**src/rtl/core/uerc_pkg.sv**
```systemverilog
// Shared types, register indexes and constants of the ultrasonic echo ranging controller.
`default_nettype none

package uerc_pkg;

   // Width of the free-running tick counter.
   localparam int COUNTER_BITS = 16;
   // Compare width that holds both the counter and the 16-bit registers.
   localparam int WIDE_BITS = (COUNTER_BITS > 16) ? COUNTER_BITS : 16;

   // Ticks that the trigger pin is held low before the high pulse.
   localparam logic [7:0] PRE_TICKS = 8'd2;

   // Reciprocal constants for exact division of a 16-bit width by 58.
   localparam logic [16:0] CM_RECIP = 17'd72316;     // ceil(2^22 / 58)
   localparam int          CM_SHIFT = 22;
   localparam logic [23:0] MM_RECIP = 24'd11570500;  // 10 * ceil(2^26 / 58)
   localparam int          MM_SHIFT = 26;

   // Register reset values.
   localparam logic [15:0] TIMEOUT_RESET   = 16'd30000;
   localparam logic [15:0] TOP_RESET       = 16'd65535;
   localparam logic [7:0]  TRIG_WIDTH_RESET = 8'd10;

   typedef enum logic [1:0] {
      CSR_TIMEOUT    = 2'd0,
      CSR_TOP        = 2'd1,
      CSR_TRIG_WIDTH = 2'd2
   } csr_index_type;

   typedef enum logic [2:0] {
      PH_IDLE = 3'd0,
      PH_RISE = 3'd1,
      PH_FALL = 3'd2,
      PH_DONE = 3'd3,
      PH_TOUT = 3'd4
   } phase_type;

   typedef enum logic [1:0] {
      TS_OFF  = 2'd0,
      TS_PRE  = 2'd1,
      TS_HIGH = 2'd2
   } trig_stage_type;

   typedef struct packed {
      logic action;
      logic echo_level;
   } req_payload_type;

   typedef struct packed {
      logic        trigger_out;
      logic [2:0]  phase;
      logic        start_refused;
      logic [15:0] echo_ticks;
      logic [13:0] distance_mm;
      logic [10:0] distance_cm;
   } rsp_payload_type;

   // Result of the state update, carried to the distance stage.
   typedef struct packed {
      logic        trigger_out;
      logic [2:0]  phase;
      logic        start_refused;
      logic [15:0] echo_ticks;
   } meas_type;

endpackage

`default_nettype wire

```
**src/rtl/core/uerc_distance.sv**
```systemverilog
// Converts a measured echo width into millimetres and centimetres by reciprocal multiply.
`default_nettype none

module uerc_distance
   import uerc_pkg::*;
(
   input  wire logic [15:0] echo_ticks,
   output logic      [13:0] distance_mm,
   output logic      [10:0] distance_cm
);

   logic [39:0] mm_prod;
   logic [32:0] cm_prod;

   // The reciprocals are rounded up far enough that the quotients are exact
   // for every 16-bit width.
   always_comb begin
      mm_prod = 40'(echo_ticks) * 40'(MM_RECIP);
      cm_prod = 33'(echo_ticks) * 33'(CM_RECIP);
      distance_mm = 14'(mm_prod >> MM_SHIFT);
      distance_cm = 11'(cm_prod >> CM_SHIFT);
   end

endmodule

`default_nettype wire

```
**src/rtl/core/ultrasonic_echo_ranging_controller_top.sv**
```systemverilog
// Top level of the ultrasonic echo ranging controller: trigger sequencer, echo timer, output stages.
`default_nettype none

// Each request is either a start command or one microsecond tick with the
// sampled echo pin level, and every request yields exactly one response. A
// start in idle, done or timeout clears the counter and captures and begins
// a trigger sequence (pin low for two ticks, high for trigger_width ticks,
// then low); a start while a measurement is in progress is answered with
// start_refused set and changes nothing. On each tick the counter advances
// and wraps after counter_top, a rising echo edge in wait-rising captures
// the counter, a falling edge in wait-falling computes the pulse width
// (allowing for one wrap) and enters done, and a measurement still in
// progress then times out once the counter reaches timeout_ticks; the
// timeout wins over a rising capture on the same tick. The echo width and
// the distances are reported only when the phase is done, otherwise zero.
// The block takes one request per clock cycle while it is not stalled; the
// state update is registered in a first stage and the divide-by-58
// distance conversion, done by reciprocal multiplication, fills the
// response register. The pipeline stalls as a whole only when both
// stages hold a result and rsp_stall is high. Configuration registers are
// written through csr_we, csr_index and csr_wdata and should only be
// written while the block is idle; indexes beyond the register list are
// ignored.

module ultrasonic_echo_ranging_controller_top
   import uerc_pkg::*;
(
   input  wire logic            clock,
   input  wire logic            reset,

   input  wire logic            req_valid,
   output logic                 req_stall,
   input  wire req_payload_type req_payload,

   output logic                 rsp_valid,
   input  wire logic            rsp_stall,
   output rsp_payload_type      rsp_payload,

   input  wire logic            csr_we,
   input  wire logic [1:0]      csr_index,
   input  wire logic [15:0]     csr_wdata
);

   // Configuration registers.
   logic [15:0] timeout_ff;
   logic [15:0] top_ff;
   logic [7:0]  trig_width_ff;

   // Measurement state.
   phase_type              phase_ff, phase_in;
   logic [COUNTER_BITS-1:0] tick_ff, tick_in;
   logic [15:0]            rise_ff, rise_in;
   logic [15:0]            width_ff, width_in;
   logic                   last_echo_ff, last_echo_in;
   trig_stage_type         tstage_ff, tstage_in;
   logic [7:0]             tcount_ff, tcount_in;

   // First stage: registered state-update result.
   logic     a_valid_ff;
   meas_type a_meas_ff, a_meas_in;

   // Second stage: the response register.
   logic            rsp_valid_ff;
   rsp_payload_type rsp_payload_ff;

   logic req_accept;
   logic b_load;
   logic busy;

   logic [13:0] conv_mm;
   logic [10:0] conv_cm;

   // Handshake: the second stage loads whenever it is empty or being drained,
   // and the first stage takes a request whenever it is empty or empties in the same edge.
   assign b_load     = a_valid_ff && (!rsp_valid_ff || !rsp_stall);
   assign req_stall  = a_valid_ff && !b_load;
   assign req_accept = req_valid && !req_stall;

   assign busy = (phase_ff == PH_RISE) || (phase_ff == PH_FALL);

   // Next-state logic for the measurement state.
   always_comb begin
      logic [WIDE_BITS-1:0]    tick_w;
      logic [WIDE_BITS-1:0]    next_w;
      logic [WIDE_BITS-1:0]    span_w;
      logic [COUNTER_BITS-1:0] span_c;
      logic [7:0]              count_inc;

      phase_in     = phase_ff;
      tick_in      = tick_ff;
      rise_in      = rise_ff;
      width_in     = width_ff;
      last_echo_in = last_echo_ff;
      tstage_in    = tstage_ff;
      tcount_in    = tcount_ff;

      tick_w    = WIDE_BITS'(tick_ff);
      next_w    = '0;
      span_w    = '0;
      span_c    = '0;
      count_inc = tcount_ff + 8'd1;

      if (req_accept) begin
         if (req_payload.action) begin
            if (!busy) begin
               tick_in   = '0;
               rise_in   = '0;
               width_in  = '0;
               phase_in  = PH_RISE;
               tstage_in = TS_PRE;
               tcount_in = '0;
            end
         end else begin
            // Trigger sequencer.
            unique case (tstage_ff)
               TS_PRE: begin
                  tcount_in = count_inc;
                  if (count_inc >= PRE_TICKS) begin
                     tstage_in = (trig_width_ff == 8'd0) ? TS_OFF : TS_HIGH;
                     tcount_in = '0;
                  end
               end
               TS_HIGH: begin
                  tcount_in = count_inc;
                  if (count_inc >= trig_width_ff) begin
                     tstage_in = TS_OFF;
                     tcount_in = '0;
                  end
               end
               default: begin
                  tstage_in = TS_OFF;
                  tcount_in = '0;
               end
            endcase

            // Free-running counter with auto-reload.
            if (tick_w >= WIDE_BITS'(top_ff)) begin
               tick_in = '0;
            end else begin
               tick_in = tick_ff + COUNTER_BITS'(1);
            end
            next_w = WIDE_BITS'(tick_in);

            // Elapsed ticks since the rising edge, allowing for one wrap.
            if (next_w >= WIDE_BITS'(rise_ff)) begin
               span_w = next_w - WIDE_BITS'(rise_ff);
            end else begin
               span_w = WIDE_BITS'(top_ff) + WIDE_BITS'(1) + next_w
                        - WIDE_BITS'(rise_ff);
            end
            span_c = span_w[COUNTER_BITS-1:0];

            // Edge detection; a rising and a falling edge exclude each other.
            if (req_payload.echo_level && !last_echo_ff && phase_ff == PH_RISE) begin
               rise_in  = 16'(next_w);
               phase_in = PH_FALL;
            end else if (!req_payload.echo_level && last_echo_ff && phase_ff == PH_FALL) begin
               width_in = 16'(WIDE_BITS'(span_c));
               phase_in = PH_DONE;
            end
            last_echo_in = req_payload.echo_level;

            // Timeout check comes after the edge check.
            if ((phase_in == PH_RISE || phase_in == PH_FALL) &&
                next_w >= WIDE_BITS'(timeout_ff)) begin
               phase_in = PH_TOUT;
            end
         end
      end
   end

   // Result of the accepted request: phase and width from the updated state, trigger from the stage before it.
   always_comb begin
      a_meas_in.trigger_out   = (tstage_ff == TS_HIGH);
      a_meas_in.start_refused = 1'b0;
      if (req_payload.action) begin
         if (busy) begin
            a_meas_in.start_refused = 1'b1;
         end else begin
            a_meas_in.trigger_out = 1'b0;
         end
      end
      a_meas_in.phase      = phase_in;
      a_meas_in.echo_ticks = (phase_in == PH_DONE) ? width_in : 16'd0;
   end

   // Configuration registers.
   always_ff @(posedge clock) begin
      if (reset) begin
         timeout_ff    <= TIMEOUT_RESET;
         top_ff        <= TOP_RESET;
         trig_width_ff <= TRIG_WIDTH_RESET;
      end else if (csr_we) begin
         unique case (csr_index)
            CSR_TIMEOUT:    timeout_ff    <= csr_wdata;
            CSR_TOP:        top_ff        <= csr_wdata;
            CSR_TRIG_WIDTH: trig_width_ff <= csr_wdata[7:0];
            default:        ;
         endcase
      end
   end

   // Measurement state registers.
   always_ff @(posedge clock) begin
      if (reset) begin
         phase_ff     <= PH_IDLE;
         tick_ff      <= '0;
         rise_ff      <= '0;
         width_ff     <= '0;
         last_echo_ff <= 1'b0;
         tstage_ff    <= TS_OFF;
         tcount_ff    <= '0;
      end else begin
         phase_ff     <= phase_in;
         tick_ff      <= tick_in;
         rise_ff      <= rise_in;
         width_ff     <= width_in;
         last_echo_ff <= last_echo_in;
         tstage_ff    <= tstage_in;
         tcount_ff    <= tcount_in;
      end
   end

   // First pipeline stage.
   always_ff @(posedge clock) begin
      if (reset) begin
         a_valid_ff <= 1'b0;
      end else if (req_accept) begin
         a_valid_ff <= 1'b1;
      end else if (b_load) begin
         a_valid_ff <= 1'b0;
      end
   end

   always_ff @(posedge clock) begin
      if (req_accept) begin
         a_meas_ff <= a_meas_in;
      end
   end

   // Distance conversion between the two stages.
   uerc_distance u_distance (
      .echo_ticks  (a_meas_ff.echo_ticks),
      .distance_mm (conv_mm),
      .distance_cm (conv_cm)
   );

   // Response register.
   always_ff @(posedge clock) begin
      if (reset) begin
         rsp_valid_ff <= 1'b0;
      end else if (b_load) begin
         rsp_valid_ff <= 1'b1;
      end else if (!rsp_stall) begin
         rsp_valid_ff <= 1'b0;
      end
   end

   always_ff @(posedge clock) begin
      if (b_load) begin
         rsp_payload_ff.trigger_out   <= a_meas_ff.trigger_out;
         rsp_payload_ff.phase         <= a_meas_ff.phase;
         rsp_payload_ff.start_refused <= a_meas_ff.start_refused;
         rsp_payload_ff.echo_ticks    <= a_meas_ff.echo_ticks;
         rsp_payload_ff.distance_mm   <= conv_mm;
         rsp_payload_ff.distance_cm   <= conv_cm;
      end
   end

   assign rsp_valid   = rsp_valid_ff;
   assign rsp_payload = rsp_payload_ff;

endmodule

`default_nettype wire
```
**config.mk**
```make
export PLATFORM = sky130hd
export DESIGN_NAME = ultrasonic_echo_ranging_controller_top
export DESIGN_NICKNAME = d
export VERILOG_FILES = /design/src/rtl/core/uerc_pkg.sv /design/src/rtl/core/uerc_distance.sv /design/src/rtl/core/ultrasonic_echo_ranging_controller_top.sv
export SDC_FILE = /design/constraint.sdc
export NUM_CORES = 1
export LEC_CHECK = 0
export ABC_AREA = 0
export BUFFER_PORTS_ARGS = -buffer_cell sky130_fd_sc_hd__buf_2
export CORE_MARGIN = 5
export CORE_UTILIZATION = 50
export CTS_CLUSTER_SIZE = 40
export DETAILED_ROUTE_END_ITERATION = 7
export GPL_ROUTABILITY_DRIVEN = 1
export PLACE_DENSITY = 0.67
export SETUP_SLACK_MARGIN = 0.02
export SLEW_MARGIN = 20
export SYNTH_ARGS = -nofsm -noshare
export SYNTH_HDL_FRONTEND = slang
export SYNTH_HIERARCHICAL = 1
export SYNTH_SLANG_ARGS = --single-unit
```
**constraint.sdc**
```tcl
create_clock -name clock -period 8.4 [get_ports clock]
set_input_delay 1.68 -clock clock [delete_from_list [all_inputs] [get_ports clock]]
set_output_delay 1.68 -clock clock [all_outputs]
set_load 0.1 [all_outputs]
```
==> results.txt, run 1 <==
The total iterations of the first detailed-routing run came out at 8. Walking the worst path, the cells encountered are inv_1 > fa_1 > inv_1 > fa_1 > fa_1 > fa_1 > fa_1 > inv_1 > fa_1 > inv_1 > ha_1 > o21ai_0 > a2111oi_0 > a211oi_1 > a211oi_1 > nand4_1 > a31oi_1 > xor2_1. The area of the core is 37500 sq um. Relative to the synthesized area, the layout overhead comes to 7.97%. The global-route wire length before repair is roughly 74000 um. The run finished with clean final reports. The routed layout has 14000 vias. 73 I/O pins were placed. The worst setup path is captured at a flip-flop. The latest clock arrival within the worst-skew pair is approximately 0.47 ns. In the final routed layout, each cell accounts on average for about 17 um.

The startpoint type of the worst setup path is a flip-flop. Leaving out fill and tap cells, the most frequent cell in the layout is sky130_fd_sc_hd__inv_1. The overall global routing resource usage is between 20% and 30%.

The synthesized flop and latch total is roughly 170. The worst register-to-register path begins at a_meas_ff[12]$_SDFFCE_PP0P_. Setup repair after global routing left no endpoint under its margin. After layout, the minimum clock period comes to roughly 6.7 ns. Multiplexer cells account for less than 1% of the synthesized area. The worst flop-to-flop path endpoint is rsp_payload[10]$_DFFE_PP_. Sequential cells were found to cover between 20% and 30% of the synthesized design area. Each instance of the synthesized netlist takes up on average a little over 9 sq um. The share of synthesized cell area in full adder, half adder and majority cells is roughly 41%.

TritonCTS built the clock tree. The worst vdd rail ir drop came out at 0.000184 V. The critical path's largest stage delay came out at roughly 0.7 ns. In this run the worst hold path is classified as flip-flop to flip-flop. The number of nets in the final layout came out at ~2600. The total number of clock tree sinks is approximately 170. The count of inserted antenna diode cells is 0. The clock tree skew after final layout came out at between 0.02 and 0.025 ns. The overall die width is 204 um. The synthesized netlist net count came out at about 2600. Leaving out fill and tap cells, the most frequent cells in the layout are sky130_fd_sc_hd__inv_1 (441), sky130_fd_sc_hd__ha_1 (343), sky130_fd_sc_hd__fa_1 (176), sky130_fd_sc_hd__nor2_1 (161), sky130_fd_sc_hd__dfxtp_1 (104). After global routing the overflow that remains totals 0. Yosys mapped a number of flops with a built-in enable equal to 67. The logic depth of the worst register-to-register path came out at 18. In this run the most used layer during global routing was met2. The routed via count divided by cell count is ~5.4. The sum of negative setup slack is 0 ns. Setup slack closes at 1.74 ns. The cell sitting at the root of the clock tree is a sky130_fd_sc_hd__clkbuf_16.

In this run the worst setup path terminates at rsp_payload[10]$_DFFE_PP_. The compound-cell area share of the yosys netlist came out at approximately an eighth. The clock slew seen by the registers of the worst setup and hold paths came out at approximately 0.070 ns.

The global routing usage on met3 is between 2 and 3%. The final routed DRC violation total came out at 0. For this run, the leading register cell type out of synthesis is sky130_fd_sc_hd__dfxtp_1. The number of global-route vias before repair is around 15000. The final layout contains routed wiring with a total length of 44700 um.

The final setup violation count came out at 0. The largest fanout of any net on the critical path is 11. The critical path in this run is classified as flip-flop to flip-flop. The deepest level of the CTS H-tree came out at 4. The worst setup slack after placement came out at approximately 1.7 ns. The final weighted congestion of routability-driven global placement is around 0.9.

The basic-gate share of the synthesized area counting and, or, nand and nor cells came out at 10.5%. The share of cells above drive strength 1 is about 6.5%. Global routing used between 20% and 30% of the available met1 tracks. The cell occurring most often along the worst timing path is sky130_fd_sc_hd__fa_1.

sky130_fd_sc_hd__ha_1 takes more of the synthesized area than any other cell. The die area is around 42000 sq um. The met2 demand-to-capacity share in global routing is 40.9%. The yosys synthesis warning count is 6.

The count of hold-fix buffers inserted at cts is 0. The most critical setup path has its startpoint at a_meas_ff[12]$_SDFFCE_PP0P_. Counting every instance in the synthesized netlist gives between 2000 and 2500. Sorting the synthesized cells by area gives the leading types as sky130_fd_sc_hd__ha_1 (23%), sky130_fd_sc_hd__fa_1 (19%), sky130_fd_sc_hd__dfxtp_1 (11%), sky130_fd_sc_hd__edfxtp_1 (11%), sky130_fd_sc_hd__inv_1 (8.8%). The number of violations of the max-capacitance limit came out at 0. The minimum setup slack among reg-to-reg paths came out at roughly 1.7 ns. After clock tree synthesis, the repair step resized 0 gates. The largest individual stage delay along the critical path comes from the cell sky130_fd_sc_hd__edfxtp_1. After clock tree synthesis, the setup repair step added 0 buffers. The number of DRC markers after the initial detailed-route iteration came out at between 500 and 600.

The hold violation count in the final report was 0. The share of the synthesized area in the top cell type is 22.8%. Input and output buffers added on the ports amount to 72. The slew at the pin closest to its max-slew limit came out at ~1.1 ns. Dividing total power by cell area gives a power density of approximately 190 nW/um^2. The fmax came out at 150 MHz. Entering global routing, the biggest net connects 106 pins.

The number of library cell types mapped by synthesis is slightly above 80. Of all flip-flops after synthesis, the portion carrying an async set or reset was 0%. Counting along the longest clock path gives a buffer depth of 2. The data arrival time of the worst path came out at ~6.9 ns. The vertical die dimension is 204 um. The initial antenna violation count came out at 0. In this run the static leakage power is 10.4 nW. After synthesis, the largest family of logic cells by area is adder cells. The effective utilization at floorplan came out at between 50% and 60%. Of the available clock period, the critical path in the final layout requires between 70% and 80%. The worst hold path was traced through 0 stages. The number of antenna-violating nets in the routed design is 0. The worst-case headroom to the max-slew limit came out at about a quarter. Detailed placement ended at an HPWL of roughly 36000 um. The number of buffers created by CTS is 17. The data required time of the worst path came out at roughly 8.6 ns.

Of the total synthesized cell area, the portion taken by XOR and XNOR cells is ~2.7%. The count of final max-slew check failures is 0. The number of standard-cell rows in the floorplan is a little over 70. The area of the mapped netlist is 18900 sq um.
## worst min-delay path by stage
stage	start	endpoint	slack (ns)
CTS	a_meas_ff[20]$_DFFE_PP_	rsp_payload[45]$_DFFE_PP_	0.42
floorplan	a_meas_ff[16]$_SDFFCE_PN0P_	rsp_payload[41]$_DFFE_PP_	0.40
finish	a_meas_ff[20]$_DFFE_PP_	rsp_payload[45]$_DFFE_PP_	0.42
detailed placement	a_meas_ff[20]$_DFFE_PP_	rsp_payload[45]$_DFFE_PP_	0.41
global route	a_meas_ff[18]$_DFFE_PP_	rsp_payload[43]$_DFFE_PP_	0.43
global placement	a_meas_ff[17]$_DFFE_PP_	rsp_payload[42]$_DFFE_PP_	0.41
## where the power goes
part           leakage, nW  internal (W)  total [W]  switching, W
Sequential            1.49      0.000943   0.000974     0.0000315
Combinational         8.62      0.000788    0.00213       0.00134
Clock                0.300      0.000425   0.000831      0.000406
Total                 10.4       0.00216    0.00394       0.00178
## flip-flops by register name, summed over array words and instances (netlist names)
signal,flops
a_meas_ff,21
a_valid_ff,1
last_echo_ff,1
phase_ff,3
rise_ff,16
rsp_payload,46
rsp_valid,1
tcount_ff,8
tick_ff,16
timeout_ff,16
top_ff,16
trig_width_ff,8
tstage_ff,2
width_ff,16
## synth_stat cells (all sizes together) (8+ instances only)
master / count
inv: 442
ha: 343
fa: 176
nor2: 162
dfxtp: 104
a21oi: 88
nand2: 86
edfxtp: 67
o21ai: 52
a22oi: 42
a21o: 34
nand3: 33
clkbuf: 32
xnor2: 31
xor2: 27
a211o: 25
nor3: 23
nand4: 19
nand2b: 16
a211oi: 15
mux2i: 15
o21a: 15
nor2b: 12
o211ai: 10
a31oi: 9
and2: 9
o21bai: 8
o31ai: 8
or3: 8
## critical path, delay by kind of cell (launching register included)
family,cells,cell delay [ns]
AND/OR/NAND/NOR,1,0.34
adder cells (fa/ha/maj),7,3.37
AO/OA/AOI/OAI,5,1.47
buffers and inverters,4,0.40
XOR/XNOR,1,0.09
flip-flops,1,0.71
## routing by layer
| layer | wire (um) | vias to the layer above |
|---|---|---|
| met4 | 1330 | 0 |
| met5 | 0 | - |
| li1 | - | 6890 |
| met3 | 1140 | 75 |
| met1 | 18700 | 6807 |
| met2 | 23400 | 258 |
## stage by stage
| stage | power, W | cell area, sq um | hold slack, ns | util, % | cells |
|---|---|---|---|---|---|
| final | 0.00394 | 20400 | 0.422 | 54.3 | 2599 |
| after CTS | 0.00397 | 20400 | 0.424 | 54.3 | 2599 |
| after detailed placement | 0.00312 | 19700 | 0.406 | 52.7 | 2567 |
| after global placement | 0.00306 | 19700 | 0.410 | 52.7 | 2567 |
| after floorplan | 0.00262 | 18900 | 0.400 | - | 2015 |
| after global routing | 0.00428 | 20400 | 0.430 | 54.3 | 2599 |
## cell families after synthesis
family                   Yosys count
AND/OR/NAND/NOR                  412
multiplexers                      16
flip-flops                       171
XOR/XNOR                          58
adder cells (fa/ha/maj)          519
AO/OA/AOI/OAI                    359
buffers and inverters            480
## final cells by class
type                            count  area, sq um
Fill cell                        3452        17100
Multi-Input combinational cell   1364        12900
Sequential cell                   171         4090
Inverter                          443         1660
Tap cell                          511          639
Clock buffer                       19          464
Timing Repair Buffer               78          412
Clock inverter                     13          139
Note: power is estimated with default switching activity, not from simulation.
==> run 2, diff against run 1 <==
clock period = 6.9 ns   (was 8.4 ns; I/O delays follow)
==> results.txt, run 2 (same netlist as run 1, synthesis figures left out) <==
After floorplanning, the core was sized to cover about 37000 sq um. The count of input and output buffers came out at 72. The worst setup slack after placement is about 0.23 ns. The shortest period the worst path allows is about 6.6 ns. The final-layout worst hold slack is between 0.4 and 0.5 ns. The number of top-level pins is 73. By startpoint and endpoint, the worst setup path is classified as flip-flop to flip-flop. Once detailed placement completed, the half-perimeter wirelength came to 35700 um. Summed over all layers, the global routing overflow is 0.

Setup repair after global routing left no endpoint under its margin. The total number of clock tree sinks is 171. The overall die width came out at approximately 200 um. For this run, the post-layout net count is approximately 2600. The min-delay analysis places its worst path in the category flip-flop to flip-flop.

The sum of negative setup slack came out at 0 ns. The global-route wire length before repair is around 73000 um. In the layout the commonest cells are sky130_fd_sc_hd__inv_1 (441), sky130_fd_sc_hd__ha_1 (343), sky130_fd_sc_hd__fa_1 (176), sky130_fd_sc_hd__nor2_1 (160), sky130_fd_sc_hd__dfxtp_1 (104).

The flip-flop count of the largest register, all copies and words added is 46. In this run the remaining antenna-violating nets after routing total 0. For this run, the total global-route usage over all layers was measured as between 20 and 25%. The final routed DRC violation total is 0.

For the worst setup path, the data arrival time is roughly 6.8 ns. The cell occurring most often along the worst timing path is sky130_fd_sc_hd__fa_1. The count of hold-fix buffers inserted at cts came out at 0. The initial antenna violation count is 0.

The post-CTS setup buffer count is 0. The cell sitting at the root of the clock tree is a sky130_fd_sc_hd__clkbuf_16. The static leakage power came out at 10.5 nW. The growth of design area from synthesis to finish came out at 8.53%.

The largest fanout of any net on the critical path came out at 12. After detailed routing, the average wire length per cell comes to ~17 um. The post-detailed-routing wire length came out at roughly 44000 um. The slew at the pin closest to its max-slew limit is between 1 and 1.5 ns. The number of DRC markers after the initial detailed-route iteration came out at around 600.

The effective utilization at floorplan came out at 50.3%. Routability-driven placement finished with a final weighted congestion of just over 0.9. The worst setup path is captured at a flip-flop. The count of inserted antenna diode cells is 0.

The fmax came out at 152 MHz. The commonest non-fill, non-tap cell in the layout is sky130_fd_sc_hd__inv_1. For the worst-skew pair, the clock arrives at the later sink with an insertion delay of ~0.46 ns.

The critical path's largest stage delay is about 0.77 ns. Across the run, the number of max-cap violations was 0. The run finished with clean final reports.

The largest net degree at the start of global routing came out at about 110. The cell area power density is around 230 nW/um^2. The clock slew seen by the registers of the worst setup and hold paths came out at 0.07 ns. The number of buffers created by CTS came out at 17.

The worst setup slack after layout is roughly 0.31 ns. The number of global-route vias before repair came out at 14700. The vertical die dimension is 204 um.

The total iterations of the first detailed-routing run is 6. The final setup violation count came out at 0. The share of cells above drive strength 1 came out at 7.08%. Dividing the detail-routed via count by the number of cells gives ~5.4.

The signal on the critical path passes through inv_1 > ha_1 > inv_1 > fa_1 > fa_1 > fa_1 > fa_1 > inv_1 > fa_1 > inv_1 > ha_1 > o21ai_0 > a2111oi_0 > a211oi_1 > a211oi_1 > nand4_1 > a31oi_1 > xor2_1. The part of the cycle the worst path needs is a little over nine tenths. The count of final max-slew check failures is 0. The startpoint type of the worst setup path is a flip-flop.

IR analysis of the VDD net gives a maximum drop of about 0.00021 V. The number of standard-cell rows in the floorplan is around 70. The hold violation count in the final report came out at 0.

The CTS tree is built. Among all stages on the critical path, the largest delay is contributed by sky130_fd_sc_hd__edfxtp_1. The total number of vias is around 14000. The clock passes through at most 2 buffers.

The deepest level of the CTS H-tree came out at 4. The number of gates resized after CTS was 0. The clock tree skew after final layout is around 0.017 ns. The data required time of the worst path came out at about 7.1 ns. The worst-case headroom to the max-slew limit is about 30%.

The die area is between 40000 and 50000 sq um.
-- run 2: cell types whose count changed in the layout (fill, tap and decap cells not counted), sizes merged --
cell and change:
buf +16, bufinv +2, inv -3, clkinvlp +2
clkbuf -1
-- run 2: power by group --
part	internal (W)	switching (W)	total [W]
Combinational	0.000956	0.00162	0.00258
Sequential	0.00115	0.0000293	0.00118
Clock	0.000542	0.000469	0.00101
Total	0.00265	0.00212	0.00477
-- run 2: final timing paths --
| kind | startpoint | slack [ns] | cells past startpoint | end |
|---|---|---|---|---|
| hold / removal | a_meas_ff[16]$_SDFFCE_PN0P_ | 0.42 | 0 | rsp_payload[41]$_DFFE_PP_ |
| hold reg to reg | a_meas_ff[16]$_SDFFCE_PN0P_ | 0.42 | 0 | rsp_payload[41]$_DFFE_PP_ |
| setup / recovery | a_meas_ff[8]$_SDFFCE_PP0P_ | 0.31 | 18 | rsp_payload[10]$_DFFE_PP_ |
| setup reg to reg | a_meas_ff[8]$_SDFFCE_PP0P_ | 0.31 | 18 | rsp_payload[10]$_DFFE_PP_ |
-- run 2: cell type report --
type	count	area, sq um
fillers	3426	17000
multi-input cells	1364	12900
flip-flops and latches	171	4090
inverters	443	1660
well taps	511	639
repair buffers	94	532
clock buffers	18	429
clock inverters	14	158
-- run 2: layer usage --
layer,track usage (%),up-vias,part of all wire [%]
met5,0,-,0
met4,5.89,0,2.0
met3,2.97,53,3.0
met2,40.4,246,52
met1,26.3,6814,43
li1,-,6916,-
-- run 2: per-stage QoR --
step / cell area [sq um] / total power, W / util [%] / std cells
detailed placement: 19800 / 0.00376 / 52.9 / 2576
global route: 20500 / 0.00520 / 54.6 / 2615
finish: 20500 / 0.00477 / 54.6 / 2615
global placement: 19800 / 0.00371 / 52.9 / 2576
CTS: 20400 / 0.00480 / 54.4 / 2608
floorplan: 18900 / 0.00319 / - / 2015
-- run 2: worst max-delay path, delay by kind of cell (launching register included) --
kind / cells / cell delay, ns
fa+ha+maj: 7 / 3.18
flops: 1 / 0.77
compound gates: 5 / 1.43
simple gates: 1 / 0.34
buf+inv: 4 / 0.52
xor+xnor: 1 / 0.09
==> run 3, diff against run 2 <==
ABC_CLOCK_PERIOD_IN_PS = 7790   (was unset)
clock period = 7.79 ns   (was 6.9 ns; I/O delays follow)
==> results.txt, run 3 (same netlist as run 1, synthesis figures left out) <==
The type of the most critical hold path is flip-flop to flip-flop. The number of global-route vias before repair came out at between 10000 and 15000. The tree is rooted in a sky130_fd_sc_hd__clkbuf_16. The run finished with clean final reports. The worst flop-to-flop path endpoint is rsp_payload[10]$_DFFE_PP_. In the layout the commonest cells are sky130_fd_sc_hd__inv_1 (441), sky130_fd_sc_hd__ha_1 (343), sky130_fd_sc_hd__fa_1 (176), sky130_fd_sc_hd__nor2_1 (161), sky130_fd_sc_hd__dfxtp_1 (104). The part of the cycle the worst path needs is between 80 and 90%. The largest net degree at the start of global routing came out at roughly 110. The deepest level of the CTS H-tree is 4. The library cell contributing the largest single delay on the critical path is sky130_fd_sc_hd__edfxtp_1. The hold violation count in the final report came out at 0.

For the pin with the worst max-slew slack, the measured transition is around 1.1 ns. The core region is between 30000 and 40000 sq um. The routed via count divided by cell count came out at between 5 and 6. Among the stages of the critical path, the cell type that occurs most often is sky130_fd_sc_hd__inv_1. The number of buffers created by CTS is 17. The number of standard-cell rows in the floorplan is about 70. The count of final max-slew check failures was 0. The worst path needs between 6 and 7 ns of the cycle, external delays included. The clock slew seen by the registers of the worst setup and hold paths came out at 0.07 ns. The largest single stage delay on the critical path is 0.91 ns. The clock passes through at most 2 buffers. The signal on the critical path passes through inv_1 > ha_1 > inv_1 > ha_1 > inv_1 > fa_1 > inv_1 > fa_1 > fa_1 > inv_1 > fa_1 > inv_1 > ha_1 > a211oi_1 > o21ai_0 > a2111oi_0 > a211oi_1 > nand4_1 > a31oi_1 > xor2_1.

The final core utilization is between 50 and 60%. The static leakage power is approximately 10 nW. Setup repair after global routing left no endpoint under its margin. The most congested layer reported by global routing is met2.

At the end of the flow, the number of nets in the layout was 2619. Once the clock tree was built, the resizer swapped 0 gates to a different size. The cell area power density is between 200 and 250 nW/um^2. STA classifies the critical path startpoint as a flip-flop. TritonCTS built the clock tree.

The worst setup slack after placement is ~1.1 ns. The worst-case headroom to the max-slew limit came out at around a quarter. The met1 global-route usage is between 20% and 30%.

The detailed-placement wirelength estimate is between 30000 and 40000 um. Measured along the y axis, the die boundary spans about 200 um. The worst register-to-register path begins at a_meas_ff[5]$_SDFFCE_PP0P_.

The count of hold-fix buffers inserted at cts is 0. The library cell used most frequently in the layout, excluding fill and tap cells, is sky130_fd_sc_hd__inv_1. The post-detailed-routing wire length is about 45000 um. The flip-flop count of the largest register, all copies and words added came out at 46.

The met2 demand-to-capacity share in global routing came out at 41.1%. The effective utilization at floorplan is 50.3%. The minimum setup slack among reg-to-reg paths came out at 0.99 ns. At the later pin of the worst-skew pair, clock insertion delay measures roughly 0.46 ns. between 70 and 80 I/O pins were placed. The number of antenna-violating nets in the routed design came out at 0. The total number of vias is 14000. The overall die width is 204 um. Setup total negative slack on the finished layout was measured at 0 ns. STA classifies the critical path endpoint as a flip-flop.

Relative to the synthesized area, the layout overhead comes to 7.98%. In the routed design, unresolved DRC markers number 0. The critical path ends at rsp_payload[10]$_DFFE_PP_.

The global routing usage on met3 came out at approximately 3.1%. The number of DRC markers after the initial detailed-route iteration is 540. The overall global routing resource usage came out at between 20 and 25%.

The aggregate global routing overflow came out at 0. The final design instance area without fill is about 20000 sq um. The worst setup slack after layout came out at between 0.9 and 1 ns. In this run the worst setup path begins at a_meas_ff[5]$_SDFFCE_PP0P_.

The die covers 41700 sq um. The total number of clock tree sinks came out at about 170. The total iterations of the first detailed-routing run is 5. Timing would allow up to around 150 MHz. Across the run, the number of max-cap violations was 0. The clock tree skew after final layout came out at 0.0161 ns.

Once placement finished, the instance area stood at 19700 sq um. The count of inserted antenna diode cells is 0. The final weighted congestion of routability-driven global placement came out at around 0.92. The worst vdd rail ir drop came out at roughly 0.00018 V. The global-route wire length before repair is 73700 um. The data required time of the worst path came out at between 7 and 8 ns. The final setup violation count is 0.

The setup path with the least slack is of type flip-flop to flip-flop. The number of setup buffers added after CTS is 0. The count of input and output buffers is 72. The logic depth of the worst register-to-register path came out at 20.

The data arrival time of the worst path came out at 7.00 ns. The initial antenna violation count is 0. The post-route netlist has under 10% of its cells at a drive strength greater than 1. The largest fanout of any net on the critical path came out at 14. The routed length per placed instance came out at about 17 um.
-- run 3: cell type report --
type,instances,area (sq um)
clock buffer,19,464
clock inverter,13,141
fill,3447,17100
inverter,443,1660
multi-input combinational,1364,12900
sequential,171,4090
tap,511,639
timing repair buffer,78,412
-- run 3: how the worst min path moves through the flow --
| stage | start | to | slack [ns] | cells after the start |
|---|---|---|---|---|
| 3_3_place_gp | a_meas_ff[17]$_DFFE_PP_ | rsp_payload[42]$_DFFE_PP_ | 0.41 | 0 |
| 5_1_grt | a_meas_ff[19]$_DFFE_PP_ | rsp_payload[44]$_DFFE_PP_ | 0.44 | 0 |
| 6_report | a_meas_ff[20]$_DFFE_PP_ | rsp_payload[45]$_DFFE_PP_ | 0.42 | 0 |
| 3_5_place_dp | a_meas_ff[20]$_DFFE_PP_ | rsp_payload[45]$_DFFE_PP_ | 0.41 | 0 |
| 4_1_cts | a_meas_ff[20]$_DFFE_PP_ | rsp_payload[45]$_DFFE_PP_ | 0.42 | 0 |
| 2_1_floorplan | a_meas_ff[16]$_SDFFCE_PN0P_ | rsp_payload[41]$_DFFE_PP_ | 0.40 | 0 |
-- run 3: per-stage QoR --
stage	instances	power, W	hold slack [ns]
2_1_floorplan	2015	0.00283	0.400
3_3_place_gp	2567	0.00330	0.410
3_5_place_dp	2567	0.00336	0.406
4_1_cts	2599	0.00427	0.425
5_1_grt	2599	0.00461	0.438
6_report	2599	0.00424	0.421
-- run 3: report_power, final --
part | switching (W) | leakage, nW | internal, W | total, W
clock | 0.000430 | 0.299 | 0.000457 | 0.000886
combinational | 0.00145 | 8.62 | 0.000848 | 0.00230
sequential | 0.0000339 | 1.49 | 0.00102 | 0.00105
-- run 3: routing by layer --
| metal | part of all wire [%] | wire, um | vias to the layer above |
|---|---|---|---|
| met5 | 0 | 0 | - |
| met4 | 2.8 | 1250 | 0 |
| met3 | 2.4 | 1050 | 77 |
| met2 | 53 | 23500 | 224 |
| met1 | 42 | 18900 | 6799 |
| li1 | - | - | 6879 |
-- run 3: critical path: cells and delay by family (launching register included) --
family | cells | cell delay (ns)
XOR/XNOR | 1 | 0.09
buffers and inverters | 6 | 0.56
flip-flops | 1 | 0.91
adder cells (fa/ha/maj) | 7 | 3.19
AND/OR/NAND/NOR | 1 | 0.35
AO/OA/AOI/OAI | 5 | 1.49
